`src/rtl/ihc_pkg.sv`:
```
// ----------------------------------------------------------------------------
// ihc_pkg
// Shared constants and types for the image header CRC-24 verifier.
// ----------------------------------------------------------------------------
package ihc_pkg;

    // Header layout and checks
    localparam logic [23:0] IMG_MAGIC      = 24'hFEDBAD;
    localparam logic [23:0] MAX_LEN_RESET  = 24'd131072;
    localparam logic [3:0]  HDR_LAST_BYTE  = 4'd8;

    // CRC-24 generator, x^24 term implied
    localparam logic [23:0] CRC_POLY       = 24'h864CFB;

    // Payload widths
    localparam int unsigned STATUS_W       = 2;
    localparam int unsigned WORD_W         = 24;
    localparam int unsigned OUT_TDATA_W    = 56;

    // Result status codes
    typedef enum logic [1:0] {
        ST_OK        = 2'd0,
        ST_BAD_MAGIC = 2'd1,
        ST_TOO_BIG   = 2'd2,
        ST_CRC_BAD   = 2'd3
    } status_t;

    // Image parsing phase
    typedef enum logic [3:0] {
        PH_IDLE   = 4'b0001,
        PH_HEADER = 4'b0010,
        PH_DATA   = 4'b0100,
        PH_DONE   = 4'b1000
    } phase_t;

endpackage

```
`src/rtl/ihc_crc24_step.sv`:
```
// ----------------------------------------------------------------------------
// ihc_crc24_step
// One-byte CRC-24 update, MSB first, no reflection.
// ----------------------------------------------------------------------------
module ihc_crc24_step
(
    input  logic [23:0] crc_in,
    input  logic [7:0]  data_in,
    output logic [23:0] crc_out
);
    import ihc_pkg::*;

    logic [23:0] crc_work;

    // Eight shift/xor steps over the byte
    always_comb
    begin
        crc_work = crc_in ^ {data_in, 16'h0000};
        for (int k = 0; k < 8; k++)
        begin
            if (crc_work[23])
            begin
                crc_work = {crc_work[22:0], 1'b0} ^ CRC_POLY;
            end
            else
            begin
                crc_work = {crc_work[22:0], 1'b0};
            end
        end
        crc_out = crc_work;
    end

endmodule

```
`src/rtl/image_header_crc24_verifier_core.sv`:
```
// ----------------------------------------------------------------------------
// image_header_crc24_verifier_core
// Checks a stored program image header and its CRC-24 over the data bytes.
// ----------------------------------------------------------------------------
// Usage:
//   Image bytes enter on the s_axis channel, one byte per request; tuser
//   marks the first header byte of a new image and restarts parsing at any
//   time. The 9-byte header holds magic, CRC and length, each 24 bits
//   little-endian. One status result leaves on m_axis: after the last data
//   byte, or right after the header when magic or length are bad or the
//   length is zero. Bytes after a result are dropped until the next start.
//   max_image_length is loaded through cfg_wr_en / cfg_wr_data while idle.
// Timing:
//   A byte is captured in an input register, processed once the output
//   register is free or being read, and its result lands in the output
//   register. One byte per cycle is sustained while no result is held up
//   on m_axis; the byte-wide CRC update sits between the two registers.
// Reset and stall:
//   Reset clears all parsing state and sets max_image_length to 131072.
//   While m_axis_tready is low with a result pending, the input register
//   holds one more byte and then s_axis_tready drops.
// ----------------------------------------------------------------------------
module image_header_crc24_verifier_core
(
    input  logic                           clk,
    input  logic                           rst_n,
    // configuration
    input  logic                           cfg_wr_en,
    input  logic [ihc_pkg::WORD_W-1:0]     cfg_wr_data,    // max_image_length
    // byte stream in
    input  logic                           s_axis_tvalid,
    output logic                           s_axis_tready,
    input  logic [7:0]                     s_axis_tdata,   // [7:0] data_byte
    input  logic                           s_axis_tuser,   // [0] start_req
    // status out
    output logic                           m_axis_tvalid,
    input  logic                           m_axis_tready,
    // [1:0] status, [25:2] image_length, [49:26] computed_crc, [55:50] zero
    output logic [ihc_pkg::OUT_TDATA_W-1:0] m_axis_tdata
);
    import ihc_pkg::*;

    // Configuration register
    logic [WORD_W-1:0] max_len_reg;

    // Input register
    logic              in_valid_reg;
    logic [7:0]        in_byte_reg;
    logic              in_start_reg;

    // Parsing state
    phase_t            phase_reg,  phase_next;
    logic [3:0]        hcnt_reg,   hcnt_next;
    logic [WORD_W-1:0] magic_reg,  magic_next;
    logic [WORD_W-1:0] hcrc_reg,   hcrc_next;
    logic [WORD_W-1:0] len_reg,    len_next;
    logic [WORD_W-1:0] rem_reg,    rem_next;
    logic [WORD_W-1:0] rcrc_reg,   rcrc_next;

    // Output register
    logic                   out_valid_reg, out_valid_next;
    logic [OUT_TDATA_W-1:0] out_data_reg;

    // Working signals
    logic              proceed;
    logic              emit;
    status_t           emit_status;
    logic [WORD_W-1:0] crc_upd;
    phase_t            eff_phase;
    logic [3:0]        eff_hcnt;
    logic [WORD_W-1:0] eff_magic;
    logic [WORD_W-1:0] eff_hcrc;
    logic [WORD_W-1:0] eff_len;
    logic [WORD_W-1:0] eff_rcrc;

    // Handshake
    assign proceed       = in_valid_reg && (!out_valid_reg || m_axis_tready);
    assign s_axis_tready = !in_valid_reg || proceed;
    assign m_axis_tvalid = out_valid_reg;
    assign m_axis_tdata  = out_data_reg;

    // Byte-wide CRC update
    ihc_crc24_step u_crc
    (
        .crc_in  (rcrc_reg),
        .data_in (in_byte_reg),
        .crc_out (crc_upd)
    );

    // A start byte drops the image in progress
    assign eff_phase = in_start_reg ? PH_HEADER : phase_reg;
    assign eff_hcnt  = in_start_reg ? 4'd0 : hcnt_reg;
    assign eff_magic = in_start_reg ? '0 : magic_reg;
    assign eff_hcrc  = in_start_reg ? '0 : hcrc_reg;
    assign eff_len   = in_start_reg ? '0 : len_reg;
    assign eff_rcrc  = in_start_reg ? '0 : rcrc_reg;

    // Per-byte parsing step
    always_comb
    begin
        phase_next  = phase_reg;
        hcnt_next   = hcnt_reg;
        magic_next  = magic_reg;
        hcrc_next   = hcrc_reg;
        len_next    = len_reg;
        rem_next    = rem_reg;
        rcrc_next   = rcrc_reg;
        emit        = 1'b0;
        emit_status = ST_OK;
        if (proceed)
        begin
            phase_next = eff_phase;
            hcnt_next  = eff_hcnt;
            magic_next = eff_magic;
            hcrc_next  = eff_hcrc;
            len_next   = eff_len;
            rem_next   = in_start_reg ? '0 : rem_reg;
            rcrc_next  = eff_rcrc;
            unique case (eff_phase)
                PH_HEADER:
                begin
                    // store the byte in its header word
                    unique case (eff_hcnt)
                        4'd0:    magic_next[7:0]   = in_byte_reg;
                        4'd1:    magic_next[15:8]  = in_byte_reg;
                        4'd2:    magic_next[23:16] = in_byte_reg;
                        4'd3:    hcrc_next[7:0]    = in_byte_reg;
                        4'd4:    hcrc_next[15:8]   = in_byte_reg;
                        4'd5:    hcrc_next[23:16]  = in_byte_reg;
                        4'd6:    len_next[7:0]     = in_byte_reg;
                        4'd7:    len_next[15:8]    = in_byte_reg;
                        4'd8:    len_next[23:16]   = in_byte_reg;
                        default: ;
                    endcase
                    hcnt_next = eff_hcnt + 4'd1;
                    // header complete: magic, then length, then empty image
                    if (eff_hcnt == HDR_LAST_BYTE)
                    begin
                        priority if (magic_next != IMG_MAGIC)
                        begin
                            emit        = 1'b1;
                            emit_status = ST_BAD_MAGIC;
                        end
                        else if (len_next > max_len_reg)
                        begin
                            emit        = 1'b1;
                            emit_status = ST_TOO_BIG;
                        end
                        else if (len_next == '0)
                        begin
                            emit        = 1'b1;
                            emit_status = (eff_rcrc == hcrc_next) ? ST_OK : ST_CRC_BAD;
                        end
                        else
                        begin
                            rem_next   = len_next;
                            phase_next = PH_DATA;
                        end
                    end
                end
                PH_DATA:
                begin
                    rcrc_next = crc_upd;
                    rem_next  = rem_reg - 24'd1;
                    if (rem_next == '0)
                    begin
                        emit        = 1'b1;
                        emit_status = (crc_upd == hcrc_reg) ? ST_OK : ST_CRC_BAD;
                    end
                end
                PH_IDLE, PH_DONE: ;
                default: ;
            endcase
            if (emit)
            begin
                phase_next = PH_DONE;
            end
        end
    end

    // Output valid
    always_comb
    begin
        out_valid_next = out_valid_reg;
        if (emit)
        begin
            out_valid_next = 1'b1;
        end
        else if (m_axis_tready)
        begin
            out_valid_next = 1'b0;
        end
    end

    // Control and state registers
    always_ff @(posedge clk or negedge rst_n)
    begin
        if (!rst_n)
        begin
            max_len_reg   <= MAX_LEN_RESET;
            in_valid_reg  <= 1'b0;
            out_valid_reg <= 1'b0;
            phase_reg     <= PH_IDLE;
            hcnt_reg      <= '0;
            magic_reg     <= '0;
            hcrc_reg      <= '0;
            len_reg       <= '0;
            rem_reg       <= '0;
            rcrc_reg      <= '0;
        end
        else
        begin
            if (cfg_wr_en)
            begin
                max_len_reg <= cfg_wr_data;
            end
            if (s_axis_tready)
            begin
                in_valid_reg <= s_axis_tvalid;
            end
            out_valid_reg <= out_valid_next;
            phase_reg     <= phase_next;
            hcnt_reg      <= hcnt_next;
            magic_reg     <= magic_next;
            hcrc_reg      <= hcrc_next;
            len_reg       <= len_next;
            rem_reg       <= rem_next;
            rcrc_reg      <= rcrc_next;
        end
    end

    // Payload registers
    always_ff @(posedge clk)
    begin
        if (s_axis_tvalid && s_axis_tready)
        begin
            in_byte_reg  <= s_axis_tdata;
            in_start_reg <= s_axis_tuser;
        end
        if (emit)
        begin
            out_data_reg <= {6'b000000, rcrc_next, len_next, emit_status};
        end
    end

    // Checks
    a_hdr_count_range: assert property (@(posedge clk) disable iff (!rst_n)
        (phase_reg == PH_HEADER) |-> (hcnt_reg <= HDR_LAST_BYTE))
        else $error("header byte count out of range");

    a_data_remaining: assert property (@(posedge clk) disable iff (!rst_n)
        (phase_reg == PH_DATA) |-> (rem_reg != '0 && rem_reg <= len_reg))
        else $error("remaining byte count inconsistent with length");

    a_emit_lands: assert property (@(posedge clk) disable iff (!rst_n)
        emit |=> (out_valid_reg && phase_reg == PH_DONE))
        else $error("result not registered after emit");

    a_no_overwrite: assert property (@(posedge clk) disable iff (!rst_n)
        (out_valid_reg && !m_axis_tready) |-> !emit)
        else $error("pending result overwritten");

endmodule
```
`config.mk`:
```
export PLATFORM = sky130hd
export DESIGN_NAME = image_header_crc24_verifier_core
export DESIGN_NICKNAME = d
export VERILOG_FILES = /design/src/rtl/ihc_pkg.sv /design/src/rtl/ihc_crc24_step.sv /design/src/rtl/image_header_crc24_verifier_core.sv
export SDC_FILE = /design/constraint.sdc
export NUM_CORES = 1
export LEC_CHECK = 0
export ABC_AREA = 0
export BUFFER_PORTS_ARGS = -buffer_cell sky130_fd_sc_hd__clkbuf_2
export CORE_MARGIN = 2
export CORE_UTILIZATION = 61
export CTS_CLUSTER_DIAMETER = 100
export DETAILED_ROUTE_END_ITERATION = 8
export PLACE_DENSITY = 0.8
export SLEW_MARGIN = 30
export SYNTH_ARGS = -nofsm -noshare
export SYNTH_HDL_FRONTEND = slang
export SYNTH_SLANG_ARGS = --single-unit
```
`constraint.sdc`:
```
create_clock -name clk -period 6.7 [get_ports clk]
set_clock_uncertainty 0.05 [all_clocks]
set_input_delay 1.34 -clock clk [delete_from_list [all_inputs] [get_ports clk]]
set_output_delay 1.34 -clock clk [all_outputs]
set_load 0.02 [all_outputs]
```
Yosys cells after proc, flatten, opt, wreduce, memory -nomap -nowiden
Index checks and enable logic that the tools add are counted.
Word-level totals
  bits in registers: 213
  bits of input ports: 38
  output and inout bits: 58
Operators by class
  add/sub/neg operators: 2
  $lt $le $gt $ge: 1
  equal/unequal tests: 13
  multiplexer cells: 78
  bitwise operators: 9
  reductions and logical operators: 10
Operators by type and width (number)
  two-way mux 24 bit: 23
  two-way mux 8 bit: 27
  inverter 13 bit: 8
  == test 24 bit: 2
  logical NOT 24 bit: 2
  one-hot mux 24 bit (2 select lines): 1
  two-way mux 4 bit: 9
  greater-than comparator 24 bit: 1
  != test 24 bit, second input constant: 1
  subtractor 24 x 1 -> 24 bit, second input constant: 1
  XOR 24 bit: 1
  == test 4 x 3 -> 1 bit, second input constant: 5
  two-way mux 2 bit: 7
  == test 4 x 2 -> 1 bit, second input constant: 3
  two-way mux 1 bit: 9
  adder 4 x 1 -> 4 bit, second input constant: 1
  == test 4 x 1 -> 1 bit, second input constant: 1
  == test 4 bit, second input constant: 1
  logical NOT 4 bit: 1
  one-hot mux 2 bit (2 select lines): 1
  logical AND 1 bit: 2
  logical NOT 1 bit: 2
  logical OR 1 bit: 2
  one-hot mux 1 bit (2 select lines): 1
  nonzero test 2 bit: 1

Depth between registers and ports, before layout
Gate-level depths: netlist of the first run.
  depth after elaboration: 21
  mapped depth: 16
  mapped depth without buffers: 13

By module
A second synthesis of the first run with hierarchy kept.
Unflattened totals
  cell total of the unflattened synthesis: 1180
  area, all modules: 12005.3 um^2
By module, submodules not included
  image_header_crc24_verifier_core: times used 1, cells an instance 1119, area an instance 11347.1 um^2, sequential area each 5627.9 um^2
  ihc_crc24_step: times used 1, cells an instance 61, area an instance 658.1 um^2, sequential area each 0.0 um^2

Worst setup path before layout of the first run
No wires, ideal clock.
  path kind: register to register
  from: reg hcnt_reg[0]
  to: reg out_data_reg[0], in the netlist m_axis_tdata[0] (enable)
  arrival: 4204 ps
  path slack: 2033 ps
  cell stages (with the launch flop): 14
  path buffers: 2
  period minus slack after synthesis: 4667 ps
  path through: dfrtp_1 -> clkbuf_1 -> nor4_2 -> and2_1 -> clkbuf_1 -> o21ai_0 -> ha_1 -> and4_1 -> nand2_1 -> a311o_1 -> o211a_1 -> a21oi_1 -> o21a_1 -> o21a_1
Between the ends
  word-level cells in the longest chain between the ends: 13
  elaborated cells on any way between the ends: 35
  classes of those cells: order compare (1); eq/ne (6); mux (26); reduce/logical (2)
Ends and longest elaborated chain
  start, declared: line image_header_crc24_verifier_core.sv:53  | logic [3:0] hcnt_reg, hcnt_next;
  start signal, assigned: line image_header_crc24_verifier_core.sv:223  | hcnt_reg <= hcnt_next;
  two-way mux 4 bit (*): line image_header_crc24_verifier_core.sv:92  | assign eff_hcnt = in_start_reg ? 4'd0 : hcnt_reg;
  parallel branches: the longest is 8 deep, another holds greater-than comparator 24 bit
  two-way mux 1 bit (*): line image_header_crc24_verifier_core.sv:137  | if (eff_hcnt == HDR_LAST_BYTE)
  one-hot mux 1 bit (2 select lines) (*): line image_header_crc24_verifier_core.sv:119  | unique case (eff_phase)
  two-way mux 1 bit (*) (2 in a row): line image_header_crc24_verifier_core.sv:110  | if (proceed)
  named net emit: line image_header_crc24_verifier_core.sv:66  | logic emit;
  end signal, assigned: line image_header_crc24_verifier_core.sv:242  | out_data_reg <= {6'b000000, rcrc_next, len_next, emit_status};
  end, declared: line image_header_crc24_verifier_core.sv:62  | logic [OUT_TDATA_W-1:0] out_data_reg;
Mark *: on every way through the listed nets, which the timed path passes. The select of a mux whose other input is x is not followed.
A chain may end at the register's enable or synchronous reset.

Worst setup path after layout of the first run
  from: reg in_start_reg
  to: reg out_data_reg[34], in the netlist m_axis_tdata[34] (enable)
Between the ends
  word-level cells in the longest chain between the ends: 13
  elaborated cells on any way between the ends: 40
  classes of those cells: order compare (1); eq/ne (8); mux (29); reduce/logical (2)
Ends and longest elaborated chain
  start, declared: line image_header_crc24_verifier_core.sv:49  | logic in_start_reg;
  start signal, assigned: line image_header_crc24_verifier_core.sv:238  | in_start_reg <= s_axis_tuser;
  parallel branches: the longest is 10 deep, another holds greater-than comparator 24 bit
  one-hot mux 1 bit (2 select lines) (*): line image_header_crc24_verifier_core.sv:119
  two-way mux 1 bit (*) (2 in a row): line image_header_crc24_verifier_core.sv:110
  named net emit: line image_header_crc24_verifier_core.sv:66
Marked as above.

==> impl_metrics.json, run 1 <==
{
  "dr.pass1.iters": 5,
  "synth.largest_area_cell": "dfrtp_1",
  "clk_pin_slew_worst_paths_ns": 0.06,
  "final_cells": 1591,
  "area_growth_pct": 12.2,
  "yosys_warnings": 0,
  "ant_nets": 0,
  "path_delay_family": "compound AO/OA/AOI/OAI gates",
  "ys_seq_area_share_pct": 45.1,
  "synth_edf_count": 59,
  "die_h_um": 147,
  "highest_layer": "met4",
  "synth_cell_types": 81,
  "wirelength_um": 34400,
  "start_kind": "register",
  "report.final.hold_viol_count": 0,
  "r2r_cells": 12,
  "path_depth": 12,
  "rrSetupSlack_ns": 1.49,
  "postSynth.asyncResetShare_pct": 72.3,
  "ctsHoldBuffers": 0,
  "max_freq_ghz": 0.192,
  "critical_path_class": "register to register",
  "ctsResizeCount": 0,
  "end_kind": "register",
  "clk_latency_ns": 0.52,
  "drv_cap": 0,
  "synthCells": 1246,
  "core_um2": 20200,
  "place_area_um2": 13100,
  "slowest_stage": "clkinv_1",
  "drive_above_1_share_pct": 15.7,
  "antenna_found_initial": 0,
  "wl_per_cell_um": 21.6,
  "setup_ws_ns": 1.49,
  "endpoint": "m_axis_tdata[34]$_DFFE_PP_",
  "leakage_nw": 5.89,
  "grt-ovfl-total": 0,
  "crit_required_ns": 6.84,
  "start_util_pct": 61.8,
  "internal_power_w": 0.00253,
  "cp.arrival_ns": 5.36,
  "cp_slowest_stage_delay_ns": 0.95,
  "largest_reg_flops": 50,
  "wl_met2_um": 15300,
  "grt_max_degree": 96,
  "syn_area_um2": 12500,
  "cts_tree": "yes",
  "rr_startpoint": "in_start_reg$_DFFE_PP_",
  "power_w": 0.00357,
  "seqPwrFrac_pct": 42.0,
  "slew_headroom_pct": 35.7,
  "dr_wl_met3_um": 3330,
  "switching_share_pct": 29.1,
  "cts_root_buf": "clkbuf_16",
  "p_switching_w": 0.00104,
  "rows": 52,
  "rr_endpoint": "m_axis_tdata[34]$_DFFE_PP_",
  "grt_pass1_vias": 9854,
  "nNetsFinal": 1367,
  "worst_pin_slew_ns": 0.959,
  "pre_cts_ws_ns": 1.77,
  "dpl.hpwl_um": 23900,
  "tns_ns": 0,
  "drtIter0Drc": 1190,
  "cts_setup_buffers": 0,
  "synth_top_area_share_pct": 30.5,
  "maxSlewViolCount": 0,
  "drc": 0,
  "p_clk_share_pct": 39.3,
  "htreeDepth": 1,
  "period_share_pct": 77.8,
  "avgSynthCellArea_um2": 10.0,
  "rsz0062_at_grt": "no",
  "wl_met1_um": 14900,
  "finalSetupViolCount": 0,
  "worstPathMaxFanout": 33,
  "finalCriticalPeriod_ns": 5.21,
  "status": "finished, final reports clean",
  "synth_ff_type": "dfrtp_1",
  "fin_area_um2": 14000,
  "powerDensity_nw_per_um2": 255,
  "viasPerCell": 6.44,
  "io_buffers": 89,
  "combPwrFrac_pct": 18.7,
  "worstPathCellList": "clkinv_1, o211ai_1, nand2_1, ha_1, and3_1, nand4_1, a311o_1, o211a_1, a21oi_1, o21a_1, o21a_2, buf_4",
  "crit_path_start": "in_start_reg$_DFFE_PP_",
  "globalplace.congestion": 0.969,
  "vias": 10300,
  "io_pins": 96,
  "antenna_cells": 0,
  "cts_made_buffers": 24,
  "place_inst": 1547,
  "grt_usage_pct": 32.2,
  "max-vdd-ir-drop_mv": 0.276,
  "fp.dieW_um": 147,
  "clockBufferDepth": 3,
  "hold_class": "register to register",
  "ys_top_cells_by_area": "dfrtp_1 30%, edfxtp_1 14%, xnor2_1 5.8%, o21ai_0 4.8%, a22o_1 4.3%",
  "path_buf_inv": 2,
  "ys_ff_latch": 213,
  "die-area_um2": 21600,
  "grt_pass1_wl_um": 55000,
  "clock-sinks": 213
}
-- worst min-delay path by stage --
stage                                    from                         to  cells after the start
finish              magic_reg[12]$_DFFE_PN0P_  magic_reg[12]$_DFFE_PN0P_                      1
global placement     phase_reg[3]$_DFFE_PN0P_   phase_reg[3]$_DFFE_PN0P_                      1
CTS                  phase_reg[3]$_DFFE_PN0P_   phase_reg[3]$_DFFE_PN0P_                      1
detailed placement  magic_reg[13]$_DFFE_PN0P_  magic_reg[13]$_DFFE_PN0P_                      1
global route         phase_reg[3]$_DFFE_PN0P_   phase_reg[3]$_DFFE_PN0P_                      1
floorplan            phase_reg[3]$_DFFE_PN0P_   phase_reg[3]$_DFFE_PN0P_                      1
-- stage by stage --
step                      hold slack [ns]  util (%)
after CTS                           0.443      69.3
final                               0.443      69.4
after global placement              0.419      65.0
after detailed placement            0.429      65.0
after global routing                0.452      69.4
after floorplan                     0.401         -
-- power groups by stage --
stage	sequential, W	clock [W]	combinational, W
2_1_floorplan	0.00148	0	0.000491
3_3_place_gp	0.00152	0	0.000638
3_5_place_dp	0.00152	0	0.000649
4_1_cts	0.00150	0.00142	0.000656
5_1_grt	0.00151	0.00148	0.000722
6_report	0.00150	0.00140	0.000668
-- layout by cell type (no fill, tap or decap), types with 14 or more instances in the layout --
cell	netlist	layout
xnor2_1	82	82
mux2i_1	29	29
nor4_1	18	18
o21ai_0	120	120
mux2_2	18	18
xor2_1	26	26
clkbuf_2	2	88
nand2_1	136	136
nor3_1	26	25
nand4_1	14	14
buf_4	6	28
nand3_1	15	15
a22o_1	61	61
dfrtp_1	152	152
nor2b_1	27	27
clkbuf_16	0	27
ha_1	26	26
nor2_1	75	75
a31oi_1	14	14
a21oi_1	24	24
inv_1	35	34
edfxtp_1	59	59
o211ai_1	18	18
-- worst reg2reg max path: cells and delay by family, from the launching register on --
family | cells | cell delay [ns]
compound gates | 6 | 1.96
fa+ha+maj | 1 | 0.31
buf+inv | 2 | 1.35
flops | 1 | 0.73
simple gates | 3 | 0.48
-- area by class of cell --
cell class	instances	area, um^2
repair buffers	117	664
flip-flops and latches	213	5630
clock buffers	27	676
fillers	1520	6180
multi-input cells	912	6360
inverters	35	131
well taps	270	338
clock inverters	17	193
-- logic make-up after synthesis --
family | count (synthesis) | synth area share [%]
XOR/XNOR | 129 | 11.4
multiplexers | 47 | 3.95
AO/OA/AOI/OAI | 320 | 17.2
buffers and inverters | 126 | 4.10
other | 1 | 0.0301
AND/OR/NAND/NOR | 384 | 15.5
flip-flops | 213 | 45.1
adder cells (fa/ha/maj) | 26 | 2.61
-- routing by layer --
metal  up-vias  GRT usage (%)
met5         -              0
li1       4626              -
met1      4978           48.1
met3        72           5.99
met4         0           8.56
met2       574           48.8
-- cell usage after synthesis, types with 5 or more instances --
cell and number:
a211oi_1 5, a21oi_1 24, a22o_1 61, a22oi_1 8, a31oi_1 14, and2_1 5, and3_1 6, buf_1 7
buf_2 11, buf_4 6, clkbuf_1 65, dfrtp_1 152, edfxtp_1 59, ha_1 26, inv_1 35, mux2_2 18
mux2i_1 29, nand2_1 136, nand2b_1 8, nand3_1 15, nand4_1 14, nand4b_1 5, nor2_1 75, nor2b_1 27
nor3_1 26, nor3b_1 5, nor4_1 18, nor4bb_1 8, o211ai_1 18, o21a_1 6, o21ai_0 120, o21ai_1 8
o221ai_1 12, o22ai_1 5, o31ai_1 5, or2_2 7, or3_1 7, xnor2_1 82, xnor3_1 12, xor2_1 26
Note: power is estimated with default switching activity, not from simulation.
==> inputs of run 2 (changes only) <==
--- a/config.mk
+++ b/config.mk
@@ -8,10 +8,10 @@
 export ABC_AREA = 0
 export BUFFER_PORTS_ARGS = -buffer_cell sky130_fd_sc_hd__clkbuf_2
 export CORE_MARGIN = 2
-export CORE_UTILIZATION = 61
+export CORE_UTILIZATION = 55
 export CTS_CLUSTER_DIAMETER = 100
 export DETAILED_ROUTE_END_ITERATION = 8
-export PLACE_DENSITY = 0.8
+export PLACE_DENSITY = 0.76
 export SLEW_MARGIN = 30
 export SYNTH_ARGS = -nofsm -noshare
 export SYNTH_HDL_FRONTEND = slang
==> constraint.sdc (replaced) <==
create_clock -name clk -period 4.3 [get_ports clk]
set_clock_uncertainty 0.05 [all_clocks]
set_input_delay 0.86 -clock clk [delete_from_list [all_inputs] [get_ports clk]]
set_output_delay 0.86 -clock clk [all_outputs]
set_load 0.02 [all_outputs]
==> run 2 against run 1 <==
  * Critical path depth unchanged
  * Clock power increased by 54%
  * Die area is 11% higher
  * Register-to-register slack got worse by 1.1 ns
  * Global-route usage decreased by 2.2 points
  * Wire length up 3.3%
  * Core utilization down 6.0 points
  * Design area up 1.6%
  * Sequential share of layout area down 0.63 points
  * Count of clock-buffer cells in the layout decreased by 1
  * Sequential cell count unchanged
  * Critical path type unchanged
==> impl_metrics.json, run 2 (synthesis gave the netlist of run 1 again) <==
{
  "period_share_pct": 91.6,
  "io_buffers": 89,
  "final_common_cell": "dfrtp_1",
  "clk_pin_slew_worst_paths_ns": 0.07,
  "cts_setup_buffers": 0,
  "antenna_found_initial": 0,
  "grt_pass1_vias": 9900,
  "critical_path_class": "register to register",
  "status": "finished, final reports clean",
  "grt_max_degree": 92,
  "worst_pin_slew_ns": 0.971,
  "fp.dieW_um": 155,
  "wirelength_um": 35500,
  "hold_class": "input pin to async pin",
  "cts_made_buffers": 23,
  "leakage_nw": 6.02,
  "drv_cap": 0,
  "dpl.hpwl_um": 24700,
  "multi_input_area_um2": 6360,
  "vias": 10300,
  "finalCriticalPeriod_ns": 3.94,
  "dr.pass1.iters": 5,
  "path_buf_inv": 2,
  "clk_latency_ns": 0.52,
  "ctsHoldBuffers": 0,
  "clock-sinks": 213,
  "finalSetupViolCount": 0,
  "drc": 0,
  "final_cells": 1629,
  "die-area_um2": 23900,
  "slew_headroom_pct": 35.0,
  "max-vdd-ir-drop_mv": 0.333,
  "area_growth_pct": 14.0,
  "cp.arrival_ns": 4.11,
  "place_area_um2": 13400,
  "r2r_cells": 12,
  "ctsResizeCount": 0,
  "place_inst": 1588,
  "grt_usage_pct": 30.0,
  "path_delay_family": "compound AO/OA/AOI/OAI gates",
  "rows": 55,
  "clockBufferDepth": 3,
  "worstPathCellList": "inv_1, o211ai_1, nand2_1, ha_1, and3_1, nand4_1, a311o_1, o211a_1, a21oi_1, o21a_1, o21a_2, buf_12",
  "drive_above_1_share_pct": 17.0,
  "drtIter0Drc": 1253,
  "fin_area_um2": 14200,
  "start_util_pct": 55.6,
  "tns_ns": 0,
  "num-fill-cells": 1791,
  "ant_nets": 0,
  "worstPathMaxFanout": 28,
  "max_freq_ghz": 0.254,
  "nNetsFinal": 1392,
  "final_util_pct": 63.4,
  "io_pins": 96,
  "report.final.hold_viol_count": 0,
  "end_kind": "register",
  "start_kind": "register",
  "largest_reg_flops": 50,
  "maxSlewViolCount": 0,
  "grt_pass1_wl_um": 56100,
  "grt-ovfl-total": 0,
  "cp_slowest_stage_delay_ns": 0.75,
  "antenna_cells": 0,
  "path_depth": 12,
  "htreeDepth": 1,
  "core_um2": 22400,
  "rsz0062_at_grt": "no",
  "die_h_um": 155,
  "powerDensity_nw_per_um2": 392,
  "cts_root_buf": "clkbuf_16",
  "globalplace.congestion": 1.00,
  "slowest_stage": "dfrtp_1",
  "final-seq-area_um2": 5630,
  "viasPerCell": 6.31,
  "crit_required_ns": 4.47,
  "cts_tree": "yes",
  "layout_common_cells": "152 x dfrtp_1, 136 x nand2_1, 120 x o21ai_0",
  "wl_per_cell_um": 21.8
}
-- run 2: changes by cell type in the layout (fill, tap and decap cells not counted), sizes merged --
cell	previous run	this run
bufinv	3	5
clkbuf	116	114
buf	28	55
clkinvlp	4	2
clkinv	9	7
-- run 2: power by group --
part / switching (W) / leakage, nW / total [W] / internal, W
combinational: 0.000644 / 3.07 / 0.00110 / 0.000455
clock: 0.000839 / 0.400 / 0.00216 / 0.00132
sequential: 0.000121 / 2.56 / 0.00232 / 0.00220
-- run 2: routing by layer --
metal	up-vias	track usage (%)	routed length (um)
met5	-	0	0
met4	0	9.17	1010
met2	496	45.0	15400
met3	81	5.04	3280
li1	4657	-	-
met1	5044	44.8	15800
-- run 2: path summary, 6_finish.rpt --
kind | startpoint | endpoint | slack [ns]
setup / recovery | hcnt_reg[0]$_DFFE_PN0P_ | m_axis_tdata[43]$_DFFE_PP_ | 0.36
hold / removal | rst_n | max_len_reg[14]$_DFFE_PN0P_ | 0.39
setup reg to reg | hcnt_reg[0]$_DFFE_PN0P_ | m_axis_tdata[43]$_DFFE_PP_ | 0.36
hold reg to reg | phase_reg[0]$_DFFE_PN1P_ | phase_reg[0]$_DFFE_PN1P_ | 0.45
max in group asynchronous | rst_n | phase_reg[0]$_DFFE_PN1P_ | 2.92
min in group clk | phase_reg[0]$_DFFE_PN1P_ | phase_reg[0]$_DFFE_PN1P_ | 0.45
-- run 2: layout make-up --
class	count	share of cell area [%]
timing repair buffer	143	6.47
sequential	213	39.6
clock inverter	15	1.51
inverter	35	0.924
clock buffer	26	4.27
tap	285	2.51
multi-input combinational	912	44.7
-- run 2: through the flow --
step           total power [W]  setup WS (ns)  hold WS [ns]
5_1_grt                0.00579         0.0746         0.453
6_report               0.00558          0.362         0.390
4_1_cts                0.00558          0.388         0.408
2_1_floorplan          0.00307          0.152         0.401
3_5_place_dp           0.00342          0.407         0.435
3_3_place_gp           0.00340          0.493         0.413
-- run 2: worst register-to-register path: cells and delay by family, from the launching register on --
kind	cells	cell delay, ns
buf+inv	2	0.56
compound gates	6	1.49
flops	1	0.75
fa+ha+maj	1	0.30
simple gates	3	0.47
==> inputs of run 3 (changes only) <==
==> constraint.sdc (replaced) <==
create_clock -name clk -period 3.38 [get_ports clk]
set_clock_uncertainty 0.05 [all_clocks]
set_input_delay 0.676 -clock clk [delete_from_list [all_inputs] [get_ports clk]]
set_output_delay 0.676 -clock clk [all_outputs]
set_load 0.02 [all_outputs]
==> run 3 against run 2 <==
  * Via count grew 7.4%
  * Sequential power grew 26%
  * Total power grew 26%
  * First-iteration DRC count grew 3.4%
  * Critical endpoint is now m_axis_tdata[44]$_DFFE_PP_
  * The flow now finishes with violations (setup timing)
  * Core utilization grew 5.5 points
  * Wire length grew 9.2%
==> impl_metrics.json, run 3 (synthesis gave the netlist of run 1 again) <==
{
  "cp.arrival_ns": 3.82,
  "wirelength_um": 38800,
  "ant_nets": 0,
  "slew_headroom_pct": 49.8,
  "area_growth_pct": 23.9,
  "end_kind": "register",
  "crit_top_cell": "nand2_1",
  "clk_pin_slew_worst_paths_ns": 0.06,
  "antenna_cells": 0,
  "crit_required_ns": 3.57,
  "grt_usage_pct": 30.9,
  "critical_path_class": "register to register",
  "grt-ovfl-total": 0,
  "core_um2": 22400,
  "nNetsFinal": 1524,
  "drv_cap": 0,
  "grt_max_degree": 71,
  "io_pins": 96,
  "cts_tree": "yes",
  "wl_per_cell_um": 22.0,
  "cts_made_buffers": 24,
  "final_cells": 1762,
  "largest_reg_flops": 50,
  "htreeDepth": 1,
  "slowest_stage": "dfrtp_1",
  "io_buffers": 89,
  "fp.dieW_um": 155,
  "period_share_pct": 107,
  "hold_class": "input pin to async pin",
  "globalplace.congestion": 1.02,
  "violations": "setup timing",
  "fin_area_um2": 15500,
  "worstPathCellList": "nand3b_1, buf_6, buf_12, nor2_1, buf_4, nand2_1, nand2_1, ha_1, and3_1, nand4_1, a311o_1, o211a_1, a21oi_4, o21a_1, o21a_4, clkbuf_16",
  "clk_latency_ns": 0.53,
  "die_h_um": 155,
  "max-vdd-ir-drop_mv": 0.461,
  "status": "finished, violations left",
  "place_inst": 1693,
  "vias": 11000,
  "place_area_um2": 14200,
  "drc": 0,
  "maxSlewViolCount": 0,
  "drtIter0Drc": 1295,
  "worst_pin_slew_ns": 0.753,
  "die-area_um2": 23900,
  "finalSetupViolCount": 78,
  "viasPerCell": 6.26,
  "dr.pass1.iters": 6,
  "worstPathMaxFanout": 8,
  "clockBufferDepth": 3,
  "cts_root_buf": "clkbuf_16",
  "rrSetupSlack_ns": -0.25,
  "leakage_nw": 6.74,
  "finalCriticalPeriod_ns": 3.63,
  "powerDensity_nw_per_um2": 456,
  "antenna_found_initial": 0,
  "cp_slowest_stage_delay_ns": 0.39,
  "rows": 55,
  "dpl.hpwl_um": 26600,
  "num-fill-cells": 1652,
  "setup_ws_ns": -0.250,
  "rr_endpoint": "m_axis_tdata[44]$_DFFE_PP_",
  "final_common_cell": "buf_4",
  "grt_pass1_vias": 10400,
  "max_freq_ghz": 0.276,
  "grt_pass1_wl_um": 57500,
  "start_kind": "register",
  "rr_startpoint": "hcnt_reg[3]$_DFFE_PN0P_",
  "start_util_pct": 55.6,
  "report.final.hold_viol_count": 0,
  "r2r_cells": 16,
  "rsz0062_at_grt": "yes",
  "layout_common_cells": "155 x buf_4, 152 x dfrtp_1, 133 x nand2_1",
  "drive_above_1_share_pct": 25.7,
  "clock-sinks": 213
}
run 3: critical path: cells and delay by family, from the launching register on:
family	cells	cell delay [ns]
buffers and inverters	4	0.66
AOI/OAI and AO/OA	5	1.24
and+or+nand+nor	6	0.82
DFF	1	0.39
adders and majority gates	1	0.17
run 3: metrics by stage:
step	power (W)	setup WS [ns]	utilization [%]	hold slack (ns)	setup TNS (ns)
6_report	0.00705	-0.250	68.9	0.106	-14.02
5_1_grt	0.00730	-0.320	68.9	0.158	-20.13
4_1_cts	0.00698	-0.117	67.4	0.137	-4.26
3_5_place_dp	0.00453	-0.118	63.5	0.430	-4.08
3_3_place_gp	0.00449	-0.0248	63.4	0.413	-0.219
2_1_floorplan	0.00392	-0.144	-	0.330	-8.12
run 3: how the worst max path moves through the flow:
stage / from / end / slack [ns]
6_report: hcnt_reg[3]$_DFFE_PN0P_ / m_axis_tdata[44]$_DFFE_PP_ / -0.25
5_1_grt: hcnt_reg[3]$_DFFE_PN0P_ / rem_reg[18]$_DFFE_PN0P_ / -0.32
4_1_cts: hcnt_reg[3]$_DFFE_PN0P_ / rem_reg[14]$_DFFE_PN0P_ / -0.12
3_5_place_dp: in_start_reg$_DFFE_PP_ / rem_reg[14]$_DFFE_PN0P_ / -0.12
3_3_place_gp: in_start_reg$_DFFE_PP_ / rem_reg[0]$_DFFE_PN0P_ / -0.02
2_1_floorplan: in_start_reg$_DFFE_PP_ / m_axis_tdata[0]$_SDFFCE_PN0P_ / -0.14
run 3: area by class of cell:
cell class	count	area [um^2]	area share, %
tap	285	357	2.31
clock buffer	32	682	4.41
clock inverter	11	50.0	0.324
timing repair buffer	272	2040	13.2
sequential	213	5630	36.4
multi-input combinational	914	6570	42.5
inverter	35	131	0.850
run 3: power breakdown:
part	internal (W)	switching, W	total (W)
Clock	0.00140	0.00103	0.00243
Sequential	0.00280	0.000120	0.00292
Combinational	0.000766	0.000933	0.00170
Total	0.00497	0.00208	0.00705
run 3: timing repair:
| action | in CTS | in global routing |
|---|---|---|
| hold buffers | 0 | 0 |
| gates cloned | 3 | 5 |
| gates resized for setup | 22 | 45 |
| setup endpoints to repair | 62 | 79 |
| setup buffers | 7 | 12 |
| pin swaps | 2 | 33 |
run 3: layer usage:
metal / track usage [%] / vias to the layer above / routed length [um]
li1: - / 4951 / -
met2: 46.7 / 682 / 17100
met4: 11.6 / 0 / 1420
met3: 7.20 / 126 / 4380
met1: 43.7 / 5277 / 15900
met5: 0 / - / 0
